==> src/rtl/mtpa_pkg.sv <==
// mtpa_pkg: shared constants and types for the MTPA d-axis current block.
// No dependencies.
package mtpa_pkg;

  localparam int CURRENT_WIDTH_DEF = 16;
  localparam int REG_W             = 24;
  localparam int CFG_INDEX_W       = 8;
  localparam int CFG_DATA_W        = 32;

  localparam logic [CFG_INDEX_W-1:0] REG_FLUX = CFG_INDEX_W'(0);
  localparam logic [CFG_INDEX_W-1:0] REG_LD   = CFG_INDEX_W'(1);
  localparam logic [CFG_INDEX_W-1:0] REG_LQ   = CFG_INDEX_W'(2);

  typedef struct packed {
    logic kill;  // Lq not above Ld: magnitude forced to zero
    logic flag;  // Lq equals Ld
  } mtpa_side_t;

endpackage

==> src/rtl/mtpa_div.sv <==
// mtpa_div: numerator stage and pipelined restoring divide by 2*dL.
// Depends on mtpa_pkg.
module mtpa_div #(
  parameter int W = mtpa_pkg::CURRENT_WIDTH_DEF
) (
  input  logic                          clk,
  input  logic                          rst_n,
  input  logic                          en,
  input  logic                          in_valid,
  input  logic [W+24:0]                 in_root,
  input  mtpa_pkg::mtpa_side_t          in_side,
  input  logic [mtpa_pkg::REG_W-1:0]    flux,
  input  logic [mtpa_pkg::REG_W-1:0]    ld,
  input  logic [mtpa_pkg::REG_W-1:0]    lq,
  output logic                          out_valid,
  output logic [W-1:0]                  out_quot,
  output mtpa_pkg::mtpa_side_t          out_side
);
  import mtpa_pkg::*;

  localparam int RW = W + 25;

  logic [REG_W-1:0] dl;
  logic [REG_W:0]   dv;
  logic             nv_r;
  logic [RW-1:0]    num_r;
  mtpa_side_t       nside_r;

  logic             v_r    [W];
  logic [RW-1:0]    rem_r  [W];
  logic [W-1:0]     q_r    [W];
  mtpa_side_t       side_r [W];

  assign dl = lq - ld;
  assign dv = {dl, 1'b0};

  always_ff @(posedge clk) begin
    if (!rst_n) begin
      nv_r <= 1'b0;
    end else if (en) begin
      nv_r <= in_valid;
    end
  end

  always_ff @(posedge clk) begin
    if (en) begin
      num_r   <= in_root - RW'({flux, 8'b0});
      nside_r <= in_side;
    end
  end

  for (genvar g = 0; g < W; g++) begin : g_stage
    logic          v_i;
    logic [RW-1:0] rem_i;
    logic [W-1:0]  q_i;
    mtpa_side_t    side_i;
    logic [RW-1:0] sh;
    logic          ge;

    if (g == 0) begin : g_head
      assign v_i    = nv_r;
      assign rem_i  = num_r;
      assign q_i    = '0;
      assign side_i = nside_r;
    end else begin : g_body
      assign v_i    = v_r[g-1];
      assign rem_i  = rem_r[g-1];
      assign q_i    = q_r[g-1];
      assign side_i = side_r[g-1];
    end

    assign sh = RW'(dv) << (W - 1 - g);
    assign ge = (rem_i >= sh);

    always_ff @(posedge clk) begin
      if (!rst_n) begin
        v_r[g] <= 1'b0;
      end else if (en) begin
        v_r[g] <= v_i;
      end
    end

    always_ff @(posedge clk) begin
      if (en) begin
        rem_r[g]  <= ge ? (rem_i - sh) : rem_i;
        q_r[g]    <= {q_i[W-2:0], ge};
        side_r[g] <= side_i;
      end
    end
  end

  assign out_valid = v_r[W-1];
  assign out_quot  = q_r[W-1];
  assign out_side  = side_r[W-1];

endmodule

==> config.mk <==
export PLATFORM = sky130hd
export DESIGN_NAME = mtpa_div
export DESIGN_NICKNAME = d
export VERILOG_FILES = /design/src/rtl/mtpa_pkg.sv /design/src/rtl/mtpa_div.sv
export SDC_FILE = /design/constraint.sdc
export NUM_CORES = 2
export LEC_CHECK = 0
export ABC_AREA = 1
export BUFFER_PORTS_ARGS = -buffer_cell sky130_fd_sc_hd__buf_2
export CORE_MARGIN = 2
export CORE_UTILIZATION = 45
export DETAILED_ROUTE_END_ITERATION = 7
export GPL_ROUTABILITY_DRIVEN = 0
export SYNTH_ARGS = -nofsm -noshare
export SYNTH_HDL_FRONTEND = slang
export SYNTH_SLANG_ARGS = --single-unit
export TNS_END_PERCENT = 10
==> constraint.sdc <==
create_clock -name clk -period 5.5 [get_ports clk]
set_input_delay 1.1 -clock clk [delete_from_list [all_inputs] [get_ports clk]]
set_output_delay 1.1 -clock clk [all_outputs]
set_load 0.1 [all_outputs]
# Word level (Yosys, flattened, before mapping)
# Memory sizes are Yosys's and may differ from the RTL's.
# Index checks and enable logic that the tools add are counted.
# op_classes
add_sub_neg	18
n_lt_le_gt_ge	16
muxes	37
bitwise_logic	16
# ops
cell	n
two-way mux 41 bit	16
subtractor 41 x 32 -> 41 bit	2
greater-or-equal comparator 41 x 25 -> 1 bit	1
greater-or-equal comparator 41 x 26 -> 1 bit	1
greater-or-equal comparator 41 x 27 -> 1 bit	1
greater-or-equal comparator 41 x 28 -> 1 bit	1
greater-or-equal comparator 41 x 29 -> 1 bit	1
greater-or-equal comparator 41 x 30 -> 1 bit	1
greater-or-equal comparator 41 x 31 -> 1 bit	1
greater-or-equal comparator 41 x 32 -> 1 bit	1
greater-or-equal comparator 41 x 33 -> 1 bit	1
greater-or-equal comparator 41 x 34 -> 1 bit	1
greater-or-equal comparator 41 x 35 -> 1 bit	1
greater-or-equal comparator 41 x 36 -> 1 bit	1
greater-or-equal comparator 41 x 37 -> 1 bit	1
greater-or-equal comparator 41 x 38 -> 1 bit	1
greater-or-equal comparator 41 x 39 -> 1 bit	1
greater-or-equal comparator 41 x 40 -> 1 bit	1
subtractor 41 x 25 -> 41 bit	1
subtractor 41 x 26 -> 41 bit	1
subtractor 41 x 27 -> 41 bit	1
subtractor 41 x 28 -> 41 bit	1
subtractor 41 x 29 -> 41 bit	1
subtractor 41 x 30 -> 41 bit	1
other kinds (12)	47
# totals
register_bits	44
ram_bits	960
in_bits	119
out_inout_bits	19
elab_cells	95
mem_count	4
# memory_table
memory	depth	word_bits	rd	rd_clocked_by_memory_dff	wr	line	text
rem_r	16	41	15	0	16	mtpa_div.sv:30	logic [RW-1:0] rem_r [W];
q_r	16	16	16	0	16	mtpa_div.sv:31	logic [W-1:0] q_r [W];
side_r	16	2	16	0	16	mtpa_div.sv:32	mtpa_side_t side_r [W];
v_r	16	1	16	0	16	mtpa_div.sv:29	logic v_r [W];

# Logic depth before layout (Yosys ltp)
# depth
ltp_word	4
depth_mapped	30
mapped_depth_nobuf	28

# Least setup slack after synthesis
# No wires, ideal clock.
# synth_timing
path_type	input -> register
from	input lq[0] (netlist name)
to	memory rem_r[0][64] (netlist name), data pin
setup_ns	0.252
t_arrival_ns	4.878
required_time_ns	5.248
setup_slack_ns	0.370
path_stages	20
path_buffers	1
path_cell_list	inv_1 ha_1 fa_1 fa_1 inv_1 o21ai_0 inv_1 o221ai_1 a21oi_1 o21ai_0 nand3_1 nand2_1 nand2_1 nand2_1 nand2_1 nand2_2 inv_4 buf_6 nand2_1 nand2_1
# synth_rtl
item	line	text
from (decl)	mtpa_div.sv:14	input logic [mtpa_pkg::REG_W-1:0] lq,
to (decl)	mtpa_div.sv:30	

==> summary.md <==
| Metric | Value |
|---|---|
| Status | complete, no violations |
| Synth area leaders | edfxtp_1 (44%), nand2_1 (13%), ha_1 (7.7%) |
| Dpl hpwl | 130000 um |
| Row count | 130 |
| Tmin final | 5.19 ns |
| Crit path launch type | input pin |
| Leading area contributor after synthesis | edfxtp_1 |
| I/O Buffers | 137 |
| Leak pwr | 28.9 nW |
| Root buffer cell | clkbuf_16 |
| Post-Place Setup Slack | -0.310 ns |
| PwrDens | 603 mW/mm2 |
| CTS buffer count | 100 |
| Gr ovfl total | 0 |
| Worst r2r src | rem_r[2][11]$_DFFE_PP_ |
| Syn Nets | 7408 |
| TritonCTS clock tree | yes |
| Share of the clock period used by the worst path | 0.943 |
| Clk sink count | 843 |
| Maximum vdd drop | 0.000271 V |
| Met3 WL | 10700 um |
| Max_cap viols | 0 |
| Hold Crit Depth | 0 |
| Post-route ant nets | 0 |
| Worst endpoint data arrival time | 5.77 ns |
| Final cell count without fillers | 9113 |
| Initial Utilization | 0.454 |
| Final Hold Violating Endpoints | 0 |
| Primary FF master, synth | edfxtp_1 |
| Clock Path Buffers | 3 |
| Die area | 0.130 mm2 |
| Die width | 360 um |
| Critical path capture point type | register |
| H-tree Lvls | 3 |
| Final instance area | 0.0658 mm2 |
| Met2 WL | 75200 um |
| Most frequent cells in the layout | nand2_1 (1963), edfxtp_1 (841), inv_1 (803), nor2_1 (576), a21oi_1 (439) |
| Nets | 7863 |
| Number of flops mapped to enable cells by yosys | 841 |
| Reg2reg path depth | 21 |
| Total chip power | 39.7 mW |
| Die height | 360 um |
| Core Region | 0.126 mm2 |
| Worst-margin pin slew | 1.14 ns |
| Crit path max fanout | 20 |
| Post-CTS Setup Repair Bufs | 0 |
| Min-Delay Path Class | register to register |
| Vias per cell | 5.37 |
| Fin worst setup slack | 0.313 ns |
| Mapped cell area | 0.0572 mm2 |
| Share of layout cells above drive strength 1 | 0.107 |
| Hold EP | q_r[0][82]$_DFFE_PP_ |
| Worst setup path category | input pin to register |
| Syn Inst Count | 6922 |
| Share of the synthesized area in the top cell type | 0.442 |
| Setup Skew | 0.0456 ns |
| Area after DPL | 0.0623 mm2 |
| Worst-skew pair later-pin latency | 0.73 ns |
| Slew HR | 0.239 |
| YS warnings | 0 |
| Area Overhead vs Synth | 15.1% |
| Final Routed Wirelength | 165000 um |
| Placed cells | 8925 |
| GRT Overall Usage | 0.251 |
| Post-route DRC | 0 |
| First-pass GRT wire length | 255000 um |
| Post-CTS Resized | 0 |
| Synth cell types | 59 |
| FF-to-FF End | rem_r[2][78]$_DFFE_PP_ |
| Final Util | 0.523 |
| Setup slack, reg-to-reg | 2.02 ns |
| DR iter-0 viols | 4405 |
| Synth Area per Inst | 8.26 um2 |
| Post-synthesis sequential element count | 843 |
| Register area share after synthesis | 0.442 |
| Async SR Flop Fraction | 0 |
| Vias in the first global route | 46582 |
| Max Clk Rate | 193 MHz |
| Final setup vio count | 0 |
| CP required | 6.09 ns |
| Drt first pass iters | 6 |
| Cts hold-fix bufs | 0 |
| Unrepaired setup endpoints after global routing | no |
| Initial antenna violation count | 5 |
| Worst-path clk slew | 0.06 ns |
| Most common cell after layout, fill and taps aside | nand2_1 |
| WL per Instance | 18.2 um |
| Hold wc startpoint | q_r[0][65]$_DFFE_PP_ |
| DR top layer | met5 |
| Via count | 48922 |
| Largest net degree at the start of global routing | 122 |
| Max-slew violation count | 0 |
| Ports | 138 |
| M1 WL | 71600 um |
report_power, final:
group | internal, mW | total, mW | switching, mW
clock network | 4.17 | 7.06 | 2.89
logic | 8.17 | 20.9 | 12.8
registers | 10.2 | 11.7 | 1.48
total | 22.5 | 39.7 | 17.1
kinds of logic (layout without fill, tap and decap cells):
logic type	count (synthesis)	after routing	share of synthesized area
AOI/OAI and AO/OA	1075	1075	0.102
xor gates and xnor gates	383	383	0.0587
adders and majority gates	367	367	0.0825
buffers and inverters	918	1458	0.0660
DFF	843	843	0.442
other	0	1	0
and+or+nand+nor	3336	3336	0.248
worst max-delay path by stage:
stage                     slack (ns)   from                     end  cells past startpoint
final                           0.31  ld[0]  rem_r[2][78]$_DFFE_PP_                     25
after global routing            0.03  ld[2]  rem_r[4][51]$_DFFE_PP_                     26
after CTS                       0.46  ld[0]  rem_r[2][78]$_DFFE_PP_                     25
after detailed placement       -0.31  ld[0]  rem_r[2][78]$_DFFE_PP_                     25
after global placement         -0.24  lq[0]  rem_r[2][78]$_DFFE_PP_                     26
after floorplan                 0.37  lq[0]  rem_r[0][64]$_DFFE_PP_                     20
metal layers:
layer	up-vias	track usage
met3	358	0.0323
met4	6	0.114
met1	22623	0.330
li1	24364	-
met2	1571	0.412
met5	-	0
state kept, by name, summed over array words and instances (netlist names):
signal / count
rem_r: 615
q_r: 136
g_stage.rem_i: 41
side_r: 32
v_r: 16
g_stage.side_i: 2
g_stage.v_i: 1
metrics by stage:
step / hold WS [ns] / TNS [ns]
floorplan: 0.400 / 0
global placement: 0.400 / -4.86
detailed placement: 0.405 / -9.51
CTS: 0.397 / 0
global route: 0.404 / 0
finish: 0.398 / 0
synth_stat cells (21+ instances only):
cell type	n
buf_4	29
nor2_2	25
nand2_1	1964
edfxtp_1	841
nand2_2	60
o21bai_1	28
nand3b_1	37
a31oi_1	21
inv_2	22
nand3_1	353
nor3_1	88
nor4_1	53
buf_6	22
a21oi_1	439
ha_1	350
nor2_1	576
nand4_1	111
xnor2_1	192
o21ai_1	165
inv_1	803
xor2_1	191
buf_2	34
o21ai_0	296
critical path, stage by stage:
cell and delay [ns]:
buf_2 0.10, ha_1 0.22, fa_2 0.35, nor2_1 0.13, or2_1 0.18, buf_4 0.15
a21oi_1 0.10, buf_4 0.16, xor2_2 0.15, buf_12 0.15, buf_4 0.17, ha_1 0.35
nand2_1 0.11, nor2_1 0.10, inv_1 0.07, nor3_1 0.33, nand4_1 0.13, nor4b_1 0.66
nand4_1 0.20, nand2_1 0.10, nor2_1 0.05, nand2_2 0.10, inv_2 0.18, a21oi_1 0.24
buf_4 0.17
layout make-up:
cell class                 instances  area, um2
fill                           11828      60100
multi-input combinational       5161      28200
sequential                       843      25300
timing repair buffer             442       3560
inverter                         829       3120
clock buffer                     109       2540
tap                             1650       2060
clock inverter                    78        975
antenna                            1       2.50
No activity file was read; power rests on OpenSTA's default activity.
